File: src/design/ipbf_pkg.sv
// shared types and codes for the ip/port blocklist filter
// holds the item struct that walks the cell chain and the result codes
// no dependencies
package ipbf_pkg;

	// item kinds
	localparam logic MODE_CHECK = 1'b0;
	localparam logic MODE_RULE  = 1'b1;

	// table selectors
	localparam logic [1:0] TBL_SRC_ADDR = 2'd0;
	localparam logic [1:0] TBL_DST_ADDR = 2'd1;
	localparam logic [1:0] TBL_SRC_PORT = 2'd2;
	localparam logic [1:0] TBL_DST_PORT = 2'd3;

	// protocols that enable the port checks
	localparam logic [7:0] PROTO_TCP = 8'd6;
	localparam logic [7:0] PROTO_UDP = 8'd17;

	localparam int NUM_TABLES = 4;
	localparam int DEFAULT_RULE_DEPTH = 256;

	typedef enum logic [2:0] {
		RSN_PASS     = 3'd0,
		RSN_SRC_ADDR = 3'd1,
		RSN_DST_ADDR = 3'd2,
		RSN_SRC_PORT = 3'd3,
		RSN_DST_PORT = 3'd4,
		RSN_STORED   = 3'd5,
		RSN_FULL     = 3'd6
	} reason_t;

	// one item in flight along the chain
	typedef struct packed {
		logic        mode;
		logic [1:0]  sel;
		logic        full;
		logic [31:0] rule;
		logic [31:0] saddr;
		logic [31:0] daddr;
		logic        ports_on;
		logic [15:0] sport;
		logic [15:0] dport;
		logic [NUM_TABLES-1:0] hit;
	} item_t;

endpackage

File: src/design/ipbf_cell.sv
// one cell of the blocklist chain: one entry of each of the four tables
// compares the passing packet, stores a passing rule, hands the item on
// depends on ipbf_pkg
module ipbf_cell #(
	parameter int CW    = 9,
	parameter int INDEX = 0
) (
	input  logic                   clk,
	input  logic                   arst_n,
	input  logic                   adv,
	input  logic                   vld_in,
	input  ipbf_pkg::item_t        item_in,
	input  logic [3:0][CW-1:0]     cnt_in,
	output logic                   vld_out,
	output ipbf_pkg::item_t        item_out,
	output logic [3:0][CW-1:0]     cnt_out
);
	import ipbf_pkg::*;

	localparam logic [CW-1:0] IDX = CW'(INDEX);

	logic [31:0] src_addr_q;
	logic [31:0] dst_addr_q;
	logic [15:0] src_port_q;
	logic [15:0] dst_port_q;

	logic                vld_s1;
	item_t               item_s1;
	logic [3:0][CW-1:0]  cnt_s1;

	logic       wr_en;
	logic [3:0] live;
	item_t      item_nxt;

	// entry is in use for this item when its index is below the table count
	always_comb begin
		for (int t = 0; t < NUM_TABLES; t++) begin
			live[t] = IDX < cnt_in[t];
		end
	end

	// a rule lands here when the count seen at its acceptance points at this cell
	assign wr_en = adv && vld_in && (item_in.mode == MODE_RULE) && !item_in.full &&
		(cnt_in[item_in.sel] == IDX);

	// entry store, written once per rule
	always_ff @(posedge clk) begin
		if (wr_en) begin
			case (item_in.sel)
				TBL_SRC_ADDR: src_addr_q <= item_in.rule;
				TBL_DST_ADDR: dst_addr_q <= item_in.rule;
				TBL_SRC_PORT: src_port_q <= item_in.rule[15:0];
				TBL_DST_PORT: dst_port_q <= item_in.rule[15:0];
				default:      src_addr_q <= src_addr_q;
			endcase
		end
	end

	// fold this cell's matches into the item
	always_comb begin
		item_nxt = item_in;
		if (item_in.mode == MODE_CHECK) begin
			item_nxt.hit[TBL_SRC_ADDR] = item_in.hit[TBL_SRC_ADDR] |
				(live[TBL_SRC_ADDR] && (src_addr_q == item_in.saddr));
			item_nxt.hit[TBL_DST_ADDR] = item_in.hit[TBL_DST_ADDR] |
				(live[TBL_DST_ADDR] && (dst_addr_q == item_in.daddr));
			item_nxt.hit[TBL_SRC_PORT] = item_in.hit[TBL_SRC_PORT] |
				(item_in.ports_on && live[TBL_SRC_PORT] && (src_port_q == item_in.sport));
			item_nxt.hit[TBL_DST_PORT] = item_in.hit[TBL_DST_PORT] |
				(item_in.ports_on && live[TBL_DST_PORT] && (dst_port_q == item_in.dport));
		end
	end

	// stage valid
	always_ff @(posedge clk or negedge arst_n) begin
		if (!arst_n) begin
			vld_s1 <= 1'b0;
		end else if (adv) begin
			vld_s1 <= vld_in;
		end
	end

	// stage payload
	always_ff @(posedge clk) begin
		if (adv) begin
			item_s1 <= item_nxt;
			cnt_s1  <= cnt_in;
		end
	end

	assign vld_out  = vld_s1;
	assign item_out = item_s1;
	assign cnt_out  = cnt_s1;

endmodule

File: config.mk
export PLATFORM = sky130hd
export DESIGN_NAME = ipbf_cell
export DESIGN_NICKNAME = d
export VERILOG_FILES = /design/src/design/ipbf_pkg.sv /design/src/design/ipbf_cell.sv
export SDC_FILE = /design/constraint.sdc
export NUM_CORES = 1
export LEC_CHECK = 0
export BUFFER_PORTS_ARGS = -buffer_cell sky130_fd_sc_hd__buf_4
export CORE_MARGIN = 2
export CORE_UTILIZATION = 40
export CTS_CLUSTER_SIZE = 24
export DETAILED_ROUTE_END_ITERATION = 8
export PLACE_DENSITY_LB_ADDON = 0.15
export SYNTH_ARGS = -nofsm -noshare
export SYNTH_HDL_FRONTEND = slang
export SYNTH_SLANG_ARGS = --single-unit
File: constraint.sdc
create_clock -name clk -period 1.1 [get_ports clk]
set_input_delay 0.165 -clock clk [delete_from_list [all_inputs] [get_ports clk]]
set_output_delay 0.165 -clock clk [all_outputs]
set_load 0.02 [all_outputs]
==> qor.txt, run 1 <==
outcome = complete, but fails checks
failing checks = negative setup slack
Leak Pwr = 6.22 nW
initial drt markers = 403
worst-skew pair later-pin latency = 0.53 ns
power per cell area = 1500 mW/mm^2
fraction of layout cells with a size suffix above 1 = 0.436
Netlist cell types = 21
Max Cap Viol = 0
Detail Route Antenna Nets = 0
setup_tns = -40.67 ns
I/O pins = 351
FF-to-FF Start = src_addr_q[1]
clock slew at reported path FFs = 0.06 ns
hold depth = 3
final worst slack = -0.356 ns
Hold Vio Cnt, Final = 0
CP most frequent cell = buf_6
Layout Skew = 0.0221 ns
WHS Endpoint = vld_out
CTS Buf Count = 27
Final Power = 24.4 mW
GPL Wtd Cong = 0.753
largest net degree at the start of global routing = 75
Synth Instances = 430
CP Cell Sequence = buf_6 > or4_4 > nor4_4 > and3_4 > buf_6 > buf_6
DRC viols = 0
Reg2Reg Depth = 5
min-delay worst type = in2reg
TritonCTS clock tree = done
Vias = 6357
Filler Cell Count = 1416
fin nets = 1207
Max stage delay on crit path = 0.54 ns
final setup fails = 242
syn_area_per_cell = 21.8 um^2
P&R area growth vs syn = 74.0%
Tcrit/Tclk final = 1.32
Critical Path Source Type = input port
GRT Total Usage = 0.227
CP arrival = 1.71 ns
Min Hold Slack = 0.0890 ns
Max clock buf depth = 3
initial antenna violation count = 1
RSZ-0062 raised after global routing = yes
drt total wl = 28900 um
Worst VDD drop = 1.16 mV
die area = 0.0246 mm^2
WS Path Type = in2reg
storage element area = 0.00810 mm^2
# rows = 55
area occupied by multi-input gates = 0.00138 mm^2
reg-to-reg slack, setup = -0.31 ns
post-synthesis cell area = 0.00936 mm^2
worst-margin pin slew = 0.439 ns
Starting Density = 0.411
CP Capture Type = register
vias in the first global route = 6891
die width = 157 um
crit path max fanout = 6
hold path startpoint = adv
total iterations of the first detailed-routing run = 5
Seq/Total Area, Yosys = 0.866
Core Footprint = 0.0228 mm^2
drt wl/cell = 21.2 um
htree depth = 1
vias per cell = 4.67
FF-to-FF End = item_out[0]
Fmax achieved = 687 MHz
slew margin rel. = 0.707
synth warn = 0
grt ovf = 0
FF+latch count, synth = 270
I/O Buffers = 350
die height = 157 um
Post-Syn Nets = 607
hpwl dp = 18700 um
Max Slew Vio Count = 0
clock sink total = 270
fin crit period = 1.46 ns
Root Driver = clkbuf_16
first-pass GRT wire length = 40900 um
Crit-path slowest cell = or4_4
ant diodes = 0
worst path required time = 1.35 ns
how the worst max path moves through the flow:
| stage | end | from | slack, ns |
|---|---|---|---|
| 5_1_grt | item_out[0] | src_addr_q[29] | -0.42 |
| 6_report | dst_addr_q[27] | cnt_in[14] | -0.36 |
| 3_5_place_dp | src_addr_q[20] | cnt_in[5] | -0.80 |
| 4_1_cts | item_out[0] | src_addr_q[1] | -0.32 |
| 2_1_floorplan | dst_addr_q[0] | cnt_in[14] | -0.59 |
| 3_3_place_gp | dst_addr_q[30] | cnt_in[14] | -0.79 |
per-stage QoR:
step | util | worst slack (ns) | std cells | cell area [um^2]
6_report | 0.715 | -0.356 | 1362 | 16300
5_1_grt | 0.715 | -0.424 | 1362 | 16300
4_1_cts | 0.710 | -0.321 | 1359 | 16200
3_5_place_dp | 0.562 | -0.802 | 1126 | 12800
3_3_place_gp | 0.562 | -0.794 | 1126 | 12800
2_1_floorplan | - | -0.588 | 430 | 9420
state kept, by name, indices dropped and copies added (netlist names):
signal and flops:
cnt_out 36, dst_addr_q 32, dst_port_q 16, item_out 137, src_addr_q 32, src_port_q 16
vld_out 1
metal layers:
metal	track usage	share of wire	up-vias
met3	0.0485	0.074	50
met5	0.00828	0	-
met4	0.0682	0.026	0
met2	0.409	0.52	284
li1	-	-	2887
met1	0.272	0.38	3136
worst max-delay path, delay by kind of cell:
kind / cells / cell delay, ns
buffers and inverters: 3 / 0.32
AND/OR/NAND/NOR: 3 / 1.21
cell usage in the layout (no fill, tap or decap):
cell type / n
nor2_1: 3
nand3_1: 5
bufinv_16: 2
buf_4: 200
inv_1: 2
nor3_1: 7
clkinv_1: 4
clkbuf_1: 4
nand2b_1: 1
xnor2_2: 4
buf_6: 183
nor3_2: 1
o21ai_0: 1
nor4b_1: 1
or4_4: 2
a31o_1: 2
a31o_2: 2
nand4_1: 20
buf_12: 8
xnor2_1: 88
nor3_4: 2
clkbuf_16: 30
nand3_2: 2
clkinv_4: 1
nor4_4: 4
inv_6: 1
nor4_2: 4
or3_1: 2
dlygate4sd3_1: 177
dfrtp_1: 1
clkinvlp_4: 1
nand2_1: 1
edfxtp_1: 269
and3_4: 2
clkinv_2: 8
xor2_1: 4
synth_stat cells:
master | n | area, um^2
edfxtp_1 | 269 | 8080
xnor2_1 | 92 | 806
nand4_1 | 20 | 125
nor3_1 | 10 | 50.1
nand3_1 | 7 | 35.0
nor4_1 | 6 | 37.5
xor2_1 | 4 | 35.0
nor2_1 | 3 | 11.3
a31o_1 | 2 | 17.5
a31o_2 | 2 | 17.5
inv_1 | 2 | 7.51
nor4_4 | 2 | 42.5
or3_1 | 2 | 12.5
or4_4 | 2 | 22.5
and3_1 | 1 | 6.26
and3_2 | 1 | 7.51
dfrtp_1 | 1 | 25.0
nand2_1 | 1 | 3.75
nand2b_1 | 1 | 6.26
nor4b_1 | 1 | 8.76
o21ai_0 | 1 | 5.00
layout make-up:
type	instances	share of cell area
Clock inverter	17	0.00861
Inverter	2	0.000461
Clock buffer	31	0.0424
Timing Repair Buffer	571	0.342
Multi-Input combinational cell	158	0.0848
Sequential cell	270	0.498
Tap cell	313	0.0241
power breakdown:
part           leakage [nW]  internal (mW)  total (mW)  switching (mW)
combinational          3.24           1.93        3.51            1.58
clock                 0.412           4.96        8.74            3.78
sequential             2.57           11.9        12.2           0.265
repair_timing:
action                                  in CTS  in global routing
setup buffers                                8                  2
gates resized for setup                    181                 15
hold endpoints to repair                   272                  0
endpoints found under the setup margin     242                242
cloned                                       1                  4
pin swaps                                    9                  6
hold buffers                               177                  0
cells by family (layout without fill, tap and decap cells):
logic type      Yosys count  in the layout  synth area share
simple gates             57             57            0.0394
compound gates            5              5           0.00428
buf+inv                   2            621          0.000802
xor+xnor                 96             96            0.0898
flops                   270            270             0.866
Power figures use the tool's default switching activity.
==> run 2, diff against run 1 <==
CTS_CLUSTER_DIAMETER = 150   (was default)
REMOVE_ABC_BUFFERS = 1   (was default)
==> run 2 against run 1 <==
Critical endpoint is now src_addr_q[5]. Via count is 1.4% lower. Flip-flop and latch count stayed put. Highest routed layer unchanged. Combinational power hardly changed. Wire length is 1.6% lower. Die area stayed put. The flow still finishes with violations (negative setup slack). Setup slack worse by 0.020 ns.
==> qor.txt, run 2 (same netlist as run 1, synthesis figures left out) <==
outcome = complete, but fails checks (unchanged)
failing checks = negative setup slack (unchanged)
power per cell area = 1350 mW/mm^2 (was 1500 mW/mm^2)
RSZ-0062 raised after global routing = yes (unchanged)
Layout Skew = 0.0116 ns (was 0.0221 ns)
I/O Buffers = 350 (unchanged)
slew margin rel. = 0.599 (was 0.707)
Detail Route Antenna Nets = 0 (unchanged)
Min Hold Slack = 0.0391 ns (was 0.0890 ns)
Fmax achieved = 677 MHz (was 687 MHz)
hpwl dp = 18200 um (was 18700 um)
Root Driver = clkbuf_16 (unchanged)
largest net degree at the start of global routing = 97 (was 75)
Final Power = 21.4 mW (was 24.4 mW)
Tcrit/Tclk final = 1.34 (was 1.32)
total iterations of the first detailed-routing run = 4 (was 5)
P&R area growth vs syn = 68.7% (was 74.0%)
fin nets = 1185 (was 1207)
Place WS = -0.861 ns (was -0.802 ns)
crit path max fanout = 6 (unchanged)
non-filler instance count after layout = 1327 (was 1362)
I/O pins = 351 (unchanged)
CP Capture Type = register (unchanged)
Vias = 6266 (was 6357)
drt total wl = 28400 um (was 28900 um)
htree depth = 1 (unchanged)
DRC viols = 0 (unchanged)
max FFs per register = 137 (unchanged)
first-pass GRT wire length = 39600 um (was 40900 um)
die width = 157 um (unchanged)
worst-skew pair later-pin latency = 0.48 ns (was 0.53 ns)
number of cells after detailed placement = 1122 (was 1126)
worst path required time = 1.31 ns (was 1.35 ns)
vias in the first global route = 6814 (was 6891)
worst-margin pin slew = 0.601 ns (was 0.439 ns)
Leak Pwr = 5.98 nW (was 6.22 nW)
CTS Buf Count = 15 (was 27)
# rows = 55 (unchanged)
final setup fails = 242 (unchanged)
Layout Utilization = 0.693 (was 0.715)
clock sink total = 270 (unchanged)
initial antenna violation count = 1 (unchanged)
CP arrival = 1.68 ns (was 1.71 ns)
die height = 157 um (unchanged)
vias per cell = 4.72 (was 4.67)
die area = 0.0246 mm^2 (unchanged)
Hold Vio Cnt, Final = 0 (unchanged)
fraction of layout cells with a size suffix above 1 = 0.419 (was 0.436)
Max Cap Viol = 0 (unchanged)
GRT Total Usage = 0.218 (was 0.227)
Worst VDD drop = 1.16 mV (about the same)
grt ovf = 0 (unchanged)
Max Slew Vio Count = 0 (unchanged)
leading cell type in the layout, fill and taps excluded = edfxtp_1 (unchanged)
min-delay worst type = in2reg (unchanged)
drt wl/cell = 21.4 um (was 21.2 um)
fin crit period = 1.48 ns (was 1.46 ns)
Critical Path Source Type = input port (unchanged)
TritonCTS clock tree = done (unchanged)
Starting Density = 0.411 (unchanged)
initial drt markers = 319 (was 403)
WS Path Type = in2reg (unchanged)
Core Footprint = 0.0228 mm^2 (unchanged)
GPL Wtd Cong = 0.766 (was 0.753)
final worst slack = -0.377 ns (was -0.356 ns)
Max clock buf depth = 3 (unchanged)
most frequent cells in the layout = 269 x edfxtp_1, 193 x buf_4, 179 x buf_6 (was 269 x edfxtp_1, 200 x buf_4, 183 x buf_6)
clock slew at reported path FFs = 0.10 ns (was 0.06 ns)
[run 2: cell count changes in the layout (fill, tap and decap cells not counted), moves of 3 or more]
cell           change
buf_4              -7
buf_6              -4
buf_8              +4
clkbuf_16         -12
clkinv_1           -4
clkinv_2           -8
dlygate4sd3_1      -3
[run 2: worst paths after layout]
path,to,start,slack (ns),cells past startpoint
max,src_addr_q[5],cnt_in[5],-0.38,6
min,item_out[136],item_in[136],0.04,2
max reg2reg,item_out[1],dst_addr_q[13],-0.35,4
min reg2reg,vld_out,vld_out,0.69,3
max in group asynchronous,vld_out,arst_n,0.42,3
min in group asynchronous,vld_out,arst_n,0.58,3
[run 2: per-stage QoR]
step                      area [um^2]  TNS [ns]
after floorplan                  9360    -91.78
after global placement          12700    -83.96
after detailed placement        12700    -88.73
after CTS                       15700    -38.77
after global routing            15800    -45.50
final                           15800    -37.02
[run 2: area by class of cell]
class,instances,area (um^2)
Antenna cell,2,5.00
Clock buffer,20,394
Timing Repair Buffer,561,5500
Sequential cell,270,8100
Clock inverter,1,20.0
Tap cell,313,392
Multi-Input combinational cell,158,1370
Inverter,2,7.51
Fill cell,1452,6990
[run 2: report_power, final]
part	internal, mW	switching, mW	leakage (nW)	total, mW
combinational	1.91	1.56	3.21	3.48
sequential	11.9	0.267	2.57	12.2
clock	2.58	3.18	0.201	5.76
total	16.4	5.01	5.98	21.4
[run 2: repair_timing]
item | 4_1_cts | 5_1_grt
cloned | 3 | 3
setup endpoints to repair | 242 | 273
endpoints found under the hold margin | 269 | 0
pin swaps | 12 | 16
buffers inserted | 8 | 0
resized for setup | 184 | 23
hold buffers | 174 | 0
[run 2: layer usage]
layer | share of wire | vias to the layer above | track usage
met3 | 0.072 | 26 | 0.0468
met4 | 0.014 | 0 | 0.0511
met5 | 0 | - | 0
met1 | 0.39 | 3148 | 0.266
met2 | 0.52 | 273 | 0.396
li1 | - | 2819 | -
[run 2: worst max-delay path, stage by stage]
cell       delay, ns
buf_6           0.09
or4_4           0.53
nor4_4          0.32
and3_4          0.29
buf_12          0.13
clkbuf_16       0.14
==> run 3, diff against run 2 <==
HOLD_SLACK_MARGIN = 0.08   (was default)
==> run 3 against run 2 <==
The run still ends with negative setup slack left. Die area stayed put. Clock power hardly changed. Non-clock buffer count is 2 higher. Hold slack better by 0.19 ns. Setup slack better by 0.025 ns. Sequential power hardly changed. Power is 0.12% higher. Fmax is 1.8% higher. Final cell count is 0.15% higher. Critical endpoint unchanged.
==> qor.txt, run 3 (same netlist as run 1, synthesis figures left out) <==
Flop pwr share = 0.568 (was 0.569)
switching pwr = 5.03 mW (was 5.01 mW)
Max Slew Vio Count = 0 (unchanged)
Fmax achieved = 689 MHz (was 677 MHz)
leading cell type in the layout, fill and taps excluded = edfxtp_1 (unchanged)
vias per cell = 4.71 (was 4.72)
die width = 157 um (unchanged)
outcome = complete, but fails checks (unchanged)
met1 GRT Util = 0.269 (was 0.266)
setup_tns = -36.89 ns (was -37.02 ns)
Tcrit/Tclk final = 1.32 (was 1.34)
GRT Total Usage = 0.219 (was 0.218)
post-route cell area = 0.0158 mm^2 (about the same)
Area after DPL = 0.0127 mm^2 (unchanged)
Starting Density = 0.411 (unchanged)
worst-skew pair later-pin latency = 0.48 ns (about the same)
CP Capture Type = register (unchanged)
fin crit period = 1.45 ns (was 1.48 ns)
WS Path Type = in2reg (unchanged)
GR Util met2 = 0.399 (was 0.396)
# rows = 55 (unchanged)
die height = 157 um (unchanged)
Max clock buf depth = 3 (unchanged)
final worst slack = -0.351 ns (was -0.377 ns)
Core Footprint = 0.0228 mm^2 (unchanged)
Clock Power Share = 0.269 (about the same)
slew margin rel. = 0.597 (was 0.599)
Max Cap Viol = 0 (unchanged)
grt ovf = 0 (unchanged)
I/O pins = 351 (unchanged)
crit path max fanout = 6 (unchanged)
initial antenna violation count = 1 (unchanged)
worst-margin pin slew = 0.605 ns (was 0.601 ns)
DRC viols = 0 (unchanged)
largest net degree at the start of global routing = 97 (unchanged)
Filler Cell Count = 1449 (was 1452)
fraction of layout cells with a size suffix above 1 = 0.418 (was 0.419)
met3 usage = 0.0449 (was 0.0468)
TritonCTS clock tree = done (unchanged)
Leak Pwr = 5.98 nW (about the same)
Pint = 16.4 mW (about the same)
most frequent cells in the layout = 269 x edfxtp_1, 193 x buf_4, 179 x buf_6 (unchanged)
Sw Share = 0.235 (was 0.234)
Root Driver = clkbuf_16 (unchanged)
drt total wl = 28600 um (was 28400 um)
power per cell area = 1350 mW/mm^2 (about the same)
non-filler instance count after layout = 1329 (was 1327)
clock sink total = 270 (unchanged)
Layout Skew = 0.00998 ns (was 0.0116 ns)
I/O Buffers = 350 (unchanged)
hpwl dp = 18200 um (unchanged)
htree depth = 1 (unchanged)
number of cells after detailed placement = 1122 (unchanged)
Critical Path Source Type = input port (unchanged)
first-pass GRT wire length = 39800 um (was 39600 um)
final setup fails = 242 (unchanged)
Min Hold Slack = 0.229 ns (was 0.0391 ns)
max FFs per register = 137 (unchanged)
worst path required time = 1.31 ns (about the same)
total iterations of the first detailed-routing run = 4 (unchanged)
failing checks = negative setup slack (unchanged)
CP arrival = 1.66 ns (was 1.68 ns)
area occupied by multi-input gates = 0.00137 mm^2 (unchanged)
Detail Route Antenna Nets = 0 (unchanged)
P&R area growth vs syn = 68.9% (was 68.7%)
RSZ-0062 raised after global routing = yes (unchanged)
Worst VDD drop = 1.16 mV (about the same)
fin nets = 1187 (was 1185)
Comb power frac = 0.163 (was 0.162)
initial drt markers = 310 (was 319)
vias in the first global route = 6822 (was 6814)
Hold Vio Cnt, Final = 0 (unchanged)
global route hottest layer = met2 (unchanged)
die area = 0.0246 mm^2 (unchanged)
GPL Wtd Cong = 0.766 (unchanged)
drt wl/cell = 21.5 um (was 21.4 um)
clock slew at reported path FFs = 0.09 ns (was 0.10 ns)
min-delay worst type = in2reg (unchanged)
CTS Buf Count = 15 (unchanged)
Vias = 6258 (was 6266)
storage element area = 0.00810 mm^2 (unchanged)
-- run 3: per-layer routing --
layer | wire length, um | vias to the layer above | part of all wire
met5 | 0 | - | 0
met4 | 495 | 0 | 0.017
met3 | 1960 | 29 | 0.068
met2 | 15000 | 275 | 0.52
met1 | 11200 | 3133 | 0.39
li1 | - | 2821 | -
-- run 3: area by class of cell --
class                           instances  area share
Antenna cell                            2    0.000317
Clock buffer                           20      0.0249
Clock inverter                          1     0.00127
Inverter                                2    0.000475
Multi-Input combinational cell        158      0.0866
Sequential cell                       270       0.512
Tap cell                              313      0.0248
Timing Repair Buffer                  563       0.349
-- run 3: power groups by stage --
stage	sequential (mW)	clock, mW	combinational (mW)
after detailed placement	12.3	0	2.64
after floorplan	12.9	0	0.193
after global routing	12.2	6.23	3.64
final	12.2	5.77	3.49
after CTS	12.1	5.91	3.44
after global placement	12.3	0	2.62
-- run 3: final timing paths --
path	startpoint	endpoint	slack, ns	cells past startpoint
max	cnt_in[5]	src_addr_q[5]	-0.35	6
min reg2reg	vld_out	vld_out	0.66	3
min in group asynchronous	arst_n	vld_out	0.59	3
max reg2reg	dst_addr_q[13]	item_out[1]	-0.35	4
min	cnt_in[26]	item_out[2]	0.23	5
max in group asynchronous	arst_n	vld_out	0.40	3
-- run 3: timing repair --
item,CTS,global route
endpoints found under the hold margin,271,0
hold buffers,176,0
buffers inserted,8,0
cloned,3,3
setup endpoints to repair,242,273
resized for setup,184,23
pin swaps,12,16
-- run 3: through the flow --
step	worst slack (ns)	total power [mW]	utilization
4_1_cts	-0.416	21.5	0.690
2_1_floorplan	-1.08	13.1	-
3_3_place_gp	-0.849	14.9	0.557
6_report	-0.351	21.4	0.694
5_1_grt	-0.466	22.1	0.694
3_5_place_dp	-0.861	14.9	0.557
-- run 3: critical path: stages --
cell       delay, ns
buf_6           0.09
or4_4           0.53
nor4_4          0.31
and3_4          0.29
buf_12          0.13
clkbuf_16       0.14
